File: src/design/esgm_pkg.sv
// ----------------------------------------------------------------------------
// Envelope sum or geometric mean: shared types and constants
// Field widths, word layouts and register select codes used across the block.
// ----------------------------------------------------------------------------
`default_nettype none

package esgm_pkg;

    localparam int unsigned CHANNEL_W  = 4;
    localparam int unsigned SOURCE_W   = 3;
    localparam int unsigned LEVEL_W    = 16;
    localparam int unsigned COMBINED_W = 19;
    localparam int unsigned ACC_W      = 32;
    localparam int unsigned COUNT_W    = 5;
    localparam int unsigned LIMB_W     = 32;
    localparam int unsigned POWER_W    = 128;
    localparam int unsigned IN_DATA_W  = 24;
    localparam int unsigned OUT_DATA_W = 24;

    localparam logic [COUNT_W-1:0] MAX_SOURCES = 5'd8;

    localparam logic REG_MODE  = 1'b0;
    localparam logic REG_COUNT = 1'b1;

    localparam logic MODE_ADD  = 1'b0;
    localparam logic MODE_ROOT = 1'b1;

    typedef logic [CHANNEL_W-1:0]  channel_t;
    typedef logic [SOURCE_W-1:0]   source_t;
    typedef logic [LEVEL_W-1:0]    level_t;
    typedef logic [COMBINED_W-1:0] combined_t;
    typedef logic [ACC_W-1:0]      acc_t;
    typedef logic [COUNT_W-1:0]    count_t;
    typedef logic [POWER_W-1:0]    power_t;

endpackage

`default_nettype wire

File: src/design/envelope_sum_or_geometric_mean_top.sv
// ----------------------------------------------------------------------------
// Envelope sum or geometric mean: top level
// Per-channel sum or Q0.16 geometric mean of several source envelope levels.
// ----------------------------------------------------------------------------
//  Channel   Direction  Word contents
//  s_        in         channel, source, level (one source level per word)
//  m_        out        out_channel, combined (one word per completed channel)
//  APB       in/out     combine_mode at 0x0, source_count at 0x4
//
//  A word that completes nothing returns to idle after its accumulator update; a
//  sum result or a single-source root goes straight on to the output handover.
//  A geometric mean of n sources runs a bit-serial root search before the output
//  handover: each of the 16 root bits loads a candidate, raises it to the n-th
//  power through one shared 32 x 16 multiplier, one 32-bit limb per cycle, then
//  compares once.
//  Reset clears the control state and the configuration registers; the accumulator RAM is
//  not cleared. s_tready is low while a word is in work or a result waits.
// ----------------------------------------------------------------------------
`default_nettype none

module envelope_sum_or_geometric_mean_top #(
    parameter int CHANNELS = 16
) (
    input  wire                                aclk,
    input  wire                                aresetn,
    // s_tdata: channel [3:0], source [6:4], level [22:7], zero [23]
    input  wire                                s_tvalid,
    output logic                               s_tready,
    input  wire [esgm_pkg::IN_DATA_W-1:0]      s_tdata,
    // m_tdata: out_channel [3:0], combined [22:4], zero [23]
    output logic                               m_tvalid,
    input  wire                                m_tready,
    output logic [esgm_pkg::OUT_DATA_W-1:0]    m_tdata,
    input  wire                                psel,
    input  wire                                penable,
    input  wire                                pwrite,
    input  wire [2:0]                          paddr,
    input  wire [31:0]                         pwdata,
    output logic [31:0]                        prdata,
    output logic                               pready
);

    localparam int AW = (CHANNELS > 1) ? $clog2(CHANNELS) : 1;

    localparam logic [2:0] ST_IDLE      = 3'd0;
    localparam logic [2:0] ST_UPDATE    = 3'd1;
    localparam logic [2:0] ST_ROOT_INIT = 3'd2;
    localparam logic [2:0] ST_ROOT_SET  = 3'd3;
    localparam logic [2:0] ST_MUL       = 3'd4;
    localparam logic [2:0] ST_CMP       = 3'd5;
    localparam logic [2:0] ST_DONE      = 3'd6;

    logic                   mode_reg;
    logic [3:0]             count_reg;

    logic [2:0]             state_reg, state_next;
    esgm_pkg::channel_t     chan_reg, chan_next;
    esgm_pkg::source_t      src_reg, src_next;
    esgm_pkg::level_t       level_reg, level_next;
    logic                   imode_reg, imode_next;
    esgm_pkg::count_t       n_reg, n_next;
    esgm_pkg::acc_t         acc_reg, acc_next;
    esgm_pkg::power_t       target_reg, target_next;
    esgm_pkg::power_t       power_reg, power_next;
    logic [15:0]            carry_reg, carry_next;
    logic [15:0]            root_reg, root_next;
    logic [3:0]             bit_reg, bit_next;
    logic [1:0]             limb_reg, limb_next;
    logic [3:0]             mult_reg, mult_next;
    esgm_pkg::combined_t    result_reg, result_next;
    logic                   m_tvalid_reg, m_tvalid_next;
    esgm_pkg::channel_t     out_chan_reg, out_chan_next;
    esgm_pkg::combined_t    out_comb_reg, out_comb_next;

    esgm_pkg::channel_t     in_channel;
    esgm_pkg::source_t      in_source;
    esgm_pkg::level_t       in_level;
    esgm_pkg::count_t       n_eff;
    logic                   in_take;
    logic                   in_useful;
    logic                   cfg_write;

    logic [esgm_pkg::LIMB_W-1:0] mul_a;
    logic [15:0]            mul_b;
    logic [47:0]            product;
    logic [47:0]            mul_sum;
    logic [15:0]            cand;
    logic [2:0]             shift_units;
    logic                   fits;
    logic                   last_src;
    logic                   last_mult;

    logic                   ram_we;
    esgm_pkg::acc_t         ram_rdata;

    assign in_channel = s_tdata[3:0];
    assign in_source  = s_tdata[6:4];
    assign in_level   = s_tdata[22:7];

    assign pready    = 1'b1;
    assign cfg_write = psel & penable & pwrite & pready;
    assign prdata    = (paddr[2] == esgm_pkg::REG_COUNT) ? {28'd0, count_reg}
                                                         : {31'd0, mode_reg};

    always_ff @(posedge aclk) begin
        if (!aresetn) begin
            mode_reg  <= esgm_pkg::MODE_ADD;
            count_reg <= 4'd1;
        end else if (cfg_write) begin
            if (paddr[2] == esgm_pkg::REG_COUNT) begin
                count_reg <= pwdata[3:0];
            end else begin
                mode_reg <= pwdata[0];
            end
        end
    end

    always_comb begin
        if (count_reg == 4'd0) begin
            n_eff = esgm_pkg::count_t'(1);
        end else if ({1'b0, count_reg} > esgm_pkg::MAX_SOURCES) begin
            n_eff = esgm_pkg::MAX_SOURCES;
        end else begin
            n_eff = {1'b0, count_reg};
        end
    end

    assign s_tready  = (state_reg == ST_IDLE);
    assign in_take   = s_tvalid & s_tready;
    assign in_useful = (32'(in_channel) < CHANNELS) && ({2'b00, in_source} < n_eff);

    esgm_ram #(
        .WIDTH (esgm_pkg::ACC_W),
        .DEPTH (CHANNELS)
    ) u_acc_ram (
        .aclk    (aclk),
        .wr_en   (ram_we),
        .wr_addr (AW'(chan_reg)),
        .wr_data (acc_next),
        .rd_en   (in_take),
        .rd_addr (AW'(in_channel)),
        .rd_data (ram_rdata)
    );

    assign ram_we      = (state_reg == ST_UPDATE);
    assign cand        = root_reg | (16'd1 << bit_reg);
    assign mul_a       = (state_reg == ST_UPDATE) ? ram_rdata : power_reg[31:0];
    assign mul_b       = (state_reg == ST_UPDATE) ? level_reg : cand;
    assign product     = 48'(mul_a) * 48'(mul_b);
    assign mul_sum     = product + 48'(carry_reg);
    assign shift_units = 3'(n_reg - 5'd2);
    assign fits        = (power_reg <= target_reg);
    assign last_src    = ({2'b00, src_reg} == (n_reg - 5'd1));
    assign last_mult   = ({1'b0, mult_reg + 4'd1} == n_reg);

    always_comb begin
        state_next    = state_reg;
        chan_next     = chan_reg;
        src_next      = src_reg;
        level_next    = level_reg;
        imode_next    = imode_reg;
        n_next        = n_reg;
        acc_next      = acc_reg;
        target_next   = target_reg;
        power_next    = power_reg;
        carry_next    = carry_reg;
        root_next     = root_reg;
        bit_next      = bit_reg;
        limb_next     = limb_reg;
        mult_next     = mult_reg;
        result_next   = result_reg;
        m_tvalid_next = m_tvalid_reg;
        out_chan_next = out_chan_reg;
        out_comb_next = out_comb_reg;

        if (m_tvalid_reg && m_tready) begin
            m_tvalid_next = 1'b0;
        end

        case (state_reg)
            ST_IDLE: begin
                if (in_take && in_useful) begin
                    chan_next  = in_channel;
                    src_next   = in_source;
                    level_next = in_level;
                    imode_next = mode_reg;
                    n_next     = n_eff;
                    state_next = ST_UPDATE;
                end
            end
            ST_UPDATE: begin
                if (imode_reg == esgm_pkg::MODE_ADD) begin
                    acc_next = (src_reg == '0) ? esgm_pkg::acc_t'(level_reg)
                                               : ram_rdata + esgm_pkg::acc_t'(level_reg);
                end else begin
                    acc_next = (src_reg == '0) ? {level_reg, 16'd0} : product[47:16];
                end
                if (!last_src) begin
                    state_next = ST_IDLE;
                end else if (imode_reg == esgm_pkg::MODE_ADD) begin
                    result_next = acc_next[18:0];
                    state_next  = ST_DONE;
                end else if (n_reg == esgm_pkg::count_t'(1)) begin
                    result_next = {3'd0, acc_next[31:16]};
                    state_next  = ST_DONE;
                end else begin
                    state_next = ST_ROOT_INIT;
                end
            end
            ST_ROOT_INIT: begin
                target_next = esgm_pkg::power_t'(acc_reg) << {shift_units, 4'd0};
                root_next   = 16'd0;
                bit_next    = 4'd15;
                state_next  = ST_ROOT_SET;
            end
            ST_ROOT_SET: begin
                power_next = esgm_pkg::power_t'(cand);
                carry_next = 16'd0;
                limb_next  = 2'd0;
                mult_next  = 4'd1;
                state_next = ST_MUL;
            end
            ST_MUL: begin
                power_next = {mul_sum[31:0], power_reg[esgm_pkg::POWER_W-1:esgm_pkg::LIMB_W]};
                carry_next = mul_sum[47:32];
                limb_next  = limb_reg + 2'd1;
                if (limb_reg == 2'd3) begin
                    carry_next = 16'd0;
                    mult_next  = mult_reg + 4'd1;
                    if (last_mult) begin
                        state_next = ST_CMP;
                    end
                end
            end
            ST_CMP: begin
                if (fits) begin
                    root_next = cand;
                end
                if (bit_reg == 4'd0) begin
                    result_next = {3'd0, root_next};
                    state_next  = ST_DONE;
                end else begin
                    bit_next   = bit_reg - 4'd1;
                    state_next = ST_ROOT_SET;
                end
            end
            ST_DONE: begin
                if (!m_tvalid_reg || m_tready) begin
                    m_tvalid_next = 1'b1;
                    out_chan_next = chan_reg;
                    out_comb_next = result_reg;
                    state_next    = ST_IDLE;
                end
            end
            default: begin
                state_next = ST_IDLE;
            end
        endcase
    end

    always_ff @(posedge aclk) begin
        if (!aresetn) begin
            state_reg    <= ST_IDLE;
            m_tvalid_reg <= 1'b0;
        end else begin
            state_reg    <= state_next;
            m_tvalid_reg <= m_tvalid_next;
        end
    end

    always_ff @(posedge aclk) begin
        chan_reg     <= chan_next;
        src_reg      <= src_next;
        level_reg    <= level_next;
        imode_reg    <= imode_next;
        n_reg        <= n_next;
        acc_reg      <= acc_next;
        target_reg   <= target_next;
        power_reg    <= power_next;
        carry_reg    <= carry_next;
        root_reg     <= root_next;
        bit_reg      <= bit_next;
        limb_reg     <= limb_next;
        mult_reg     <= mult_next;
        result_reg   <= result_next;
        out_chan_reg <= out_chan_next;
        out_comb_reg <= out_comb_next;
    end

    assign m_tvalid = m_tvalid_reg;
    assign m_tdata  = {1'b0, out_comb_reg, out_chan_reg};

endmodule

`default_nettype wire

File: src/design/esgm_ram.sv
// ----------------------------------------------------------------------------
// Envelope sum or geometric mean: generic RAM
// Single write port and single read port with registered read data.
// ----------------------------------------------------------------------------
`default_nettype none

module esgm_ram #(
    parameter int WIDTH = 32,
    parameter int DEPTH = 16
) (
    input  wire                                     aclk,
    input  wire                                     wr_en,
    input  wire [((DEPTH > 1) ? $clog2(DEPTH) : 1)-1:0] wr_addr,
    input  wire [WIDTH-1:0]                         wr_data,
    input  wire                                     rd_en,
    input  wire [((DEPTH > 1) ? $clog2(DEPTH) : 1)-1:0] rd_addr,
    output logic [WIDTH-1:0]                        rd_data
);

    logic [WIDTH-1:0] mem_reg [DEPTH];

    always_ff @(posedge aclk) begin
        if (wr_en) begin
            mem_reg[wr_addr] <= wr_data;
        end
        if (rd_en) begin
            rd_data <= mem_reg[rd_addr];
        end
    end

endmodule

`default_nettype wire
File: config.mk
export PLATFORM = sky130hd
export DESIGN_NAME = envelope_sum_or_geometric_mean_top
export DESIGN_NICKNAME = d
export VERILOG_FILES = /design/src/design/esgm_pkg.sv /design/src/design/envelope_sum_or_geometric_mean_top.sv /design/src/design/esgm_ram.sv
export SDC_FILE = /design/constraint.sdc
export NUM_CORES = 2
export LEC_CHECK = 0
export BUFFER_PORTS_ARGS = -buffer_cell sky130_fd_sc_hd__buf_2
export CORE_ASPECT_RATIO = 1.1
export CORE_UTILIZATION = 55
export CTS_CLUSTER_SIZE = 10
export DETAILED_ROUTE_END_ITERATION = 10
export PLACE_DENSITY = 0.72
export RECOVER_POWER = 50
export SYNTH_ARGS = -nofsm -noshare
export SYNTH_HDL_FRONTEND = slang
export SYNTH_HIERARCHICAL = 1
export SYNTH_SLANG_ARGS = --single-unit
export TNS_END_PERCENT = 50
File: constraint.sdc
create_clock -name aclk -period 24.5 [get_ports aclk]
set_input_delay 3.675 -clock aclk [delete_from_list [all_inputs] [get_ports aclk]]
set_output_delay 3.675 -clock aclk [all_outputs]
set_load 0.02 [all_outputs]
# Word-level counts from Yosys, hierarchy flattened
# Memory sizes are Yosys's and may differ from the RTL's. A register that Yosys moved wholly into a read port is not among the register bits.
# Index checks and enable logic that the tools add are counted.
# W data, S select, Z words.
[classes] n_addsub=7 mul=1 order_cmp=3 n_eq_ne=18 shift=2 muxes=38 bitwise_logic=5 n_reduce_logical=19
[op_table] op="$pmux W128 S2" count=1
[op_table] op="$mux W32" count=5
[op_table] op="$le A128 B128 Y1" count=1
[op_table] op="$shl A32 B7 Y128" count=1
[op_table] op="$mux W19" count=4
[op_table] op="$pmux W16 S2" count=2
[op_table] op="$add A48 B16 Y48" count=1
[op_table] op="$mul A32 B16 Y48" count=1
[op_table] op="$mux W16" count=3
[op_table] op="$pmux W19 S2" count=1
[op_table] op="$add A32 B16 Y32" count=1
[op_table] op="$mux W3" count=8
[op_table] op="$pmux W3 S7" count=1
[op_table] op="$mux W4" count=5
[op_table] op="$or A16 B16 Y16" count=1
[op_table] op="$pmux W4 S2" count=2
[op_table] op="$shl A1 B4 Y16 const A" count=1
[op_table] op="$ne A2 B2 Y1 const B" count=6
[op_table] op="$reduce_and A2 Y1" count=6
[op_table] op="$eq A3 B3 Y1 const B" count=3
[op_table] op="$logic_not A4 Y1" count=2
[op_table] op="$reduce_and A4 Y1" count=2
[op_table] op="$eq A3 B2 Y1 const B" count=2
[op_table] op="$logic_not A3 Y1" count=2
[op_table] op="other kinds (22)" count=31
[word_totals] ff_bits=409 ram_bits=512 in_bits=66 out_inout_bits=59 elab_cells=114 memories=1
[memory_table] memory="u_acc_ram.mem_reg" depth=16 word_bits=32 read_ports=1 rd_clocked_by_memory_dff=1 wr=1 line_no="esgm_ram.sv:20" text="logic [WIDTH-1:0] mem_reg [DEPTH];"

# Logic depth before layout (Yosys ltp)
[logic_depth] ltp_word=10 ltp_mapped=38

# Hierarchy
# The synthesis kept the hierarchy.
[modules_own_cells] mod="envelope_sum_or_geometric_mean_top" instances=1 cells_each=4134 area_per_inst_um2=38897.3 seq_area_each_um2=11871.4
[modules_own_cells] mod="esgm_ram" instances=1 cells_each=838 area_per_inst_um2=20155.6 seq_area_each_um2=16335.7

# Least setup slack after synthesis
# OpenSTA, ideal clock, no wires.
[synth_timing] kind="reg-to-reg" startpoint="register state_reg[2]" endpoint="register carry_reg[10] (data pin)" setup_ns=0.266 t_arrival_ns=8.474 path_slack_ns=15.760 stages_incl_launch_ff=34 path_buffers=6 cell_sequence="dfxtp_1 clkbuf_1 or3_1 clkbuf_1 clkbuf_1 buf_1 clkbuf_1 nand2_1 nand2_1 nand2_1 fa_1 fa_1 fa_1 inv_1 fa_1 fa_1 inv_1 fa_1 inv_1 ha_1 buf_2 and4_1 o21ai_0 nor2b_1 xnor2_1 ha_1 a211o_1 nor4_1 o31ai_2 nand4_4 or4_1 or3_1 xor2_1 nor2_1"
[synth_between] elab_chain_len=6
[synth_lines] element="from (decl)" line_no="envelope_sum_or_geometric_mean_top.sv:56" text="logic [2:0] state_reg, state_next;"
[synth_lines] element="from (signal assigned)" line_no="envelope_sum_or_geometric_mean_top.sv:266" text="state_reg <= state_next;"
[synth_lines] element="$eq A3 B1 Y1" line_no="envelope_sum_or_geometric_mean_top.sv:147, envelope_sum_or_geometric_mean_top.sv:148"
[synth_lines] element="$mux W32 / $mux W16 (equally long branches)" line_no="envelope_sum_or_geometric_mean_top.sv:147, envelope_sum_or_geometric_mean_top.sv:148"
[synth_lines] element="$mul A32 B16 Y48" line_no="envelope_sum_or_geometric_mean_top.sv:149" text="assign product = 48'(mul_a) * 48'(mul_b);"
[synth_lines] element="$add A48 B16 Y48" line_no="envelope_sum_or_geometric_mean_top.sv:150" text="assign mul_sum = product + 48'(carry_reg);"
[synth_lines] element="$mux W16" line_no="envelope_sum_or_geometric_mean_top.sv:227" text="if (limb_reg == 2'd3) begin"
[synth_lines] element="$pmux W16 S2 (*)" line_no="envelope_sum_or_geometric_mean_top.sv:180" text="case (state_reg)"
[synth_lines] element="to (signal assigned)" line_no="envelope_sum_or_geometric_mean_top.sv:280" text="carry_reg <= carry_next;"
[synth_lines] element="to (decl)" line_no="envelope_sum_or_geometric_mean_top.sv:65" text="logic [15:0] carry_reg, carry_next;"
# Mark *: on every way between the ends. The rest lies on a longest branch, timed or not.
# A chain may end at the register's enable or synchronous reset.

# Worst setup path in the final report
[layout_timing] startpoint="register state_reg[0]" endpoint="memory u_acc_ram.mem_reg[5][31] (data pin)"
[layout_between] elab_chain_len=6
[layout_lines] element="$eq A3 B1 Y1 (*)" line_no="envelope_sum_or_geometric_mean_top.sv:147, envelope_sum_or_geometric_mean_top.sv:148, envelope_sum_or_geometric_mean_top.sv:180"
[layout_lines] element="$mux W32 / $mux W16 (equally long branches)" line_no="envelope_sum_or_geometric_mean_top.sv:147, envelope_sum_or_geometric_mean_top.sv:148"
[layout_lines] element="$mul A32 B16 Y48" line_no="envelope_sum_or_geometric_mean_top.sv:149"
[layout_lines] element="$mux W32" line_no="envelope_sum_or_geometric_mean_top.sv:196" text="acc_next = (src_reg == '0) ? {level_reg, 16'd0} : product[47:16];"
[layout_lines] element="$mux W32" line_no="envelope_sum_or_geometric_mean_top.sv:192" text="if (imode_reg == esgm_pkg::MODE_ADD) begin"
[layout_lines] element="$mux W32 (*)" line_no="envelope_sum_or_geometric_mean_top.sv:180"
[layout_lines] element="named net acc_next[31]" line_no="envelope_sum_or_geometric_mean_top.sv:62" text="esgm_pkg::acc_t acc_reg, acc_next;"
[layout_lines] element="to (decl)" line_no="esgm_ram.sv:20"
# The timed path passes the listed nets; every way through them passes the cells marked *.

==> impl_results.md <==
- Status: finished with violations
- Failing checks: capacitance limit, slew limit
- Avg Vias per Cell: 6.103
- Top-count cell post-synth: edfxtp_1
- Dpl hpwl: 121600 um
- Initial core utilization: 55.69%
- Vias in the first global route: 39860
- RSZ-0062 raised after global routing: false
- FFs w/ async S/R, synth: 0%
- Unique masters post-synth: 88
- Mapped cell area: 59050 um2
- CP Capture Type: register
- Root buffer cell: clkbuf_16
- Hold Path Class: reg2reg
- CP max stage cell: clkbuf_1
- Initial DRT Pass Iterations: 5
- CP Class: reg2reg
- Total core area: 106000 um2
- Final hold vios: 0
- Rows: 125
- Vias: 39580
- Share of the synthesized area in the top cell type: 46.38%
- Final setup TNS: 0 ns
- Synth warn: 6
- Synthesized area per cell: 11.88 um2
- Area growth from synthesis to layout: 8.365%
- Max Buffers Root-to-Sink: 3
- Initial antenna violation count: 0
- Post-Layout Cell Count: 6485
- DR WL/cell: 26.33 um
- Nets: 5811
- Synth Instances: 4972
- CTS-repair resized insts: 0
- Placer Congestion: 1.027
- Slew at the pin with the worst max-slew slack: 4.473 ns
- Pin count of the biggest net entering global routing: 89
- Die Y: 345.7 um
- Delay-heaviest family, CP: adder cells
- Tmin final: 13.24 ns
- # setup viols final: 0
- Final period util: 54.04%
- Top cells by instance count after synthesis: 912 x edfxtp_1, 612 x inv_1, 611 x nand2_1
- Max reg flops: 512
- Clock skew: 0.06390 ns
- Num CTS Buffers: 107
- Number of H-tree levels: 3
- Placed cells: 6319
- IO buf count: 63
- Fmax achieved: 75.53 MHz
- Fin area: 63990 um2
- Boundary Pins: 125
- Final core utilization: 60.35%
- CTS sink cnt: 953
- CP Data Required Time: 24.81 ns
- WL final: 170700 um
- Share of cells above drive strength 1: 8.179%
- Placed Area: 61070 um2
- Most used cell, CP: fa_1
- Die area: 108700 um2
- Cts hold-fix bufs: 0
- Clock Latency Late Sink: 0.71 ns
- GRT Util Overall: 31.82%
- Max_cap viols: 23
- Top cells by area, synth: edfxtp_1 46%, fa_1 14%, ha_1 6.2%
- Fillers: 8315
- FF+latch count, synth: 953
- Number of flops mapped to enable cells by yosys: 912
- Worst EP arrival: 13.55 ns
- Critical path peak fanout: 39
- First-pass GRT wire length: 251700 um
- Post-CTS Repair Setup Buffers: 0
- Post-route DRC: 0
- Max incr delay on CP: 1.75 ns
- Initial DRC Count: 4125
- Post-synth top flop: edfxtp_1
- Relative slew slack: -198.2%
- CTS tree: built
- Slew Viols, Final: 1043
- Top cell type by total area after synthesis: edfxtp_1
- Die W: 314.4 um
- Seq/Total Area, Yosys: 47.77%
- Post-route ant nets: 0
- Bufs and invs on worst path: 7
- Remaining global-route overflow: 0
- CP Launch Type: register
- CTS clk-pin slew, worst paths: 0.06 ns
cell usage in the layout (no fill, tap or decap), types with 69 or more instances in the layout:
cell type,n
a21o_1,69
a21oi_1,197
a22oi_1,84
and2_0,69
and2_1,75
clkbuf_1,88
clkbuf_16,107
edfxtp_1,912
fa_1,420
ha_1,293
inv_1,612
mux4_2,128
nand2_1,611
nor2_1,452
o21ai_0,102
cells by family (layout without fill, tap and decap cells):
group                    count (synthesis)  after routing  share of synthesized area, %
multiplexers                           183            183                         5.816
adder cells (fa/ha/maj)                713            713                         20.45
buffers and inverters                  841            927                         5.644
other                                    2             32                       0.01272
AO/OA/AOI/OAI                          678            678                         7.359
XOR/XNOR                               111            111                         1.723
flip-flops                             953            953                         47.77
AND/OR/NAND/NOR                       1491           1491                         11.23
final cells by class:
| type | instances | area (um2) | share of cell area [%] |
|---|---|---|---|
| inverter | 613 | 2302 | 3.598 |
| sequential | 953 | 28210 | 44.08 |
| tap | 1397 | 1748 | 2.731 |
| clock buffer | 151 | 2863 | 4.474 |
| timing repair buffer | 151 | 869.6 | 1.359 |
| antenna | 2 | 5.005 | 0.007821 |
| multi-input combinational | 3206 | 27800 | 43.45 |
| clock inverter | 12 | 195.2 | 0.3050 |
final timing paths:
kind,startpoint,to,slack [ns],cells after the start
setup / recovery,state_reg[0],u_acc_ram/mem_reg[5][31],11.26,29
hold / removal,result_reg[9],out_comb_reg[9],0.42,0
setup reg to reg,state_reg[0],u_acc_ram/mem_reg[5][31],11.26,29
hold reg to reg,result_reg[9],out_comb_reg[9],0.42,0
layer usage:
metal	part of all wire, %	vias up	global-route usage [%]
met4	6.1	0	17.12
li1	-	17173	-
met2	47	2018	50.44
met3	8.8	421	5.667
met1	38	19968	41.83
met5	0	-	0
stage by stage:
step                worst slack (ns)  hold WS, ns
floorplan                      15.76       0.4003
global placement               13.41       0.4022
detailed placement             13.23       0.4071
CTS                            13.22       0.4185
global route                   10.75       0.4306
finish                         11.26       0.4212
Power is left out: the tool's default activity adds up to more than one toggle a clock period on the data nets, which glitch-free logic cannot reach.
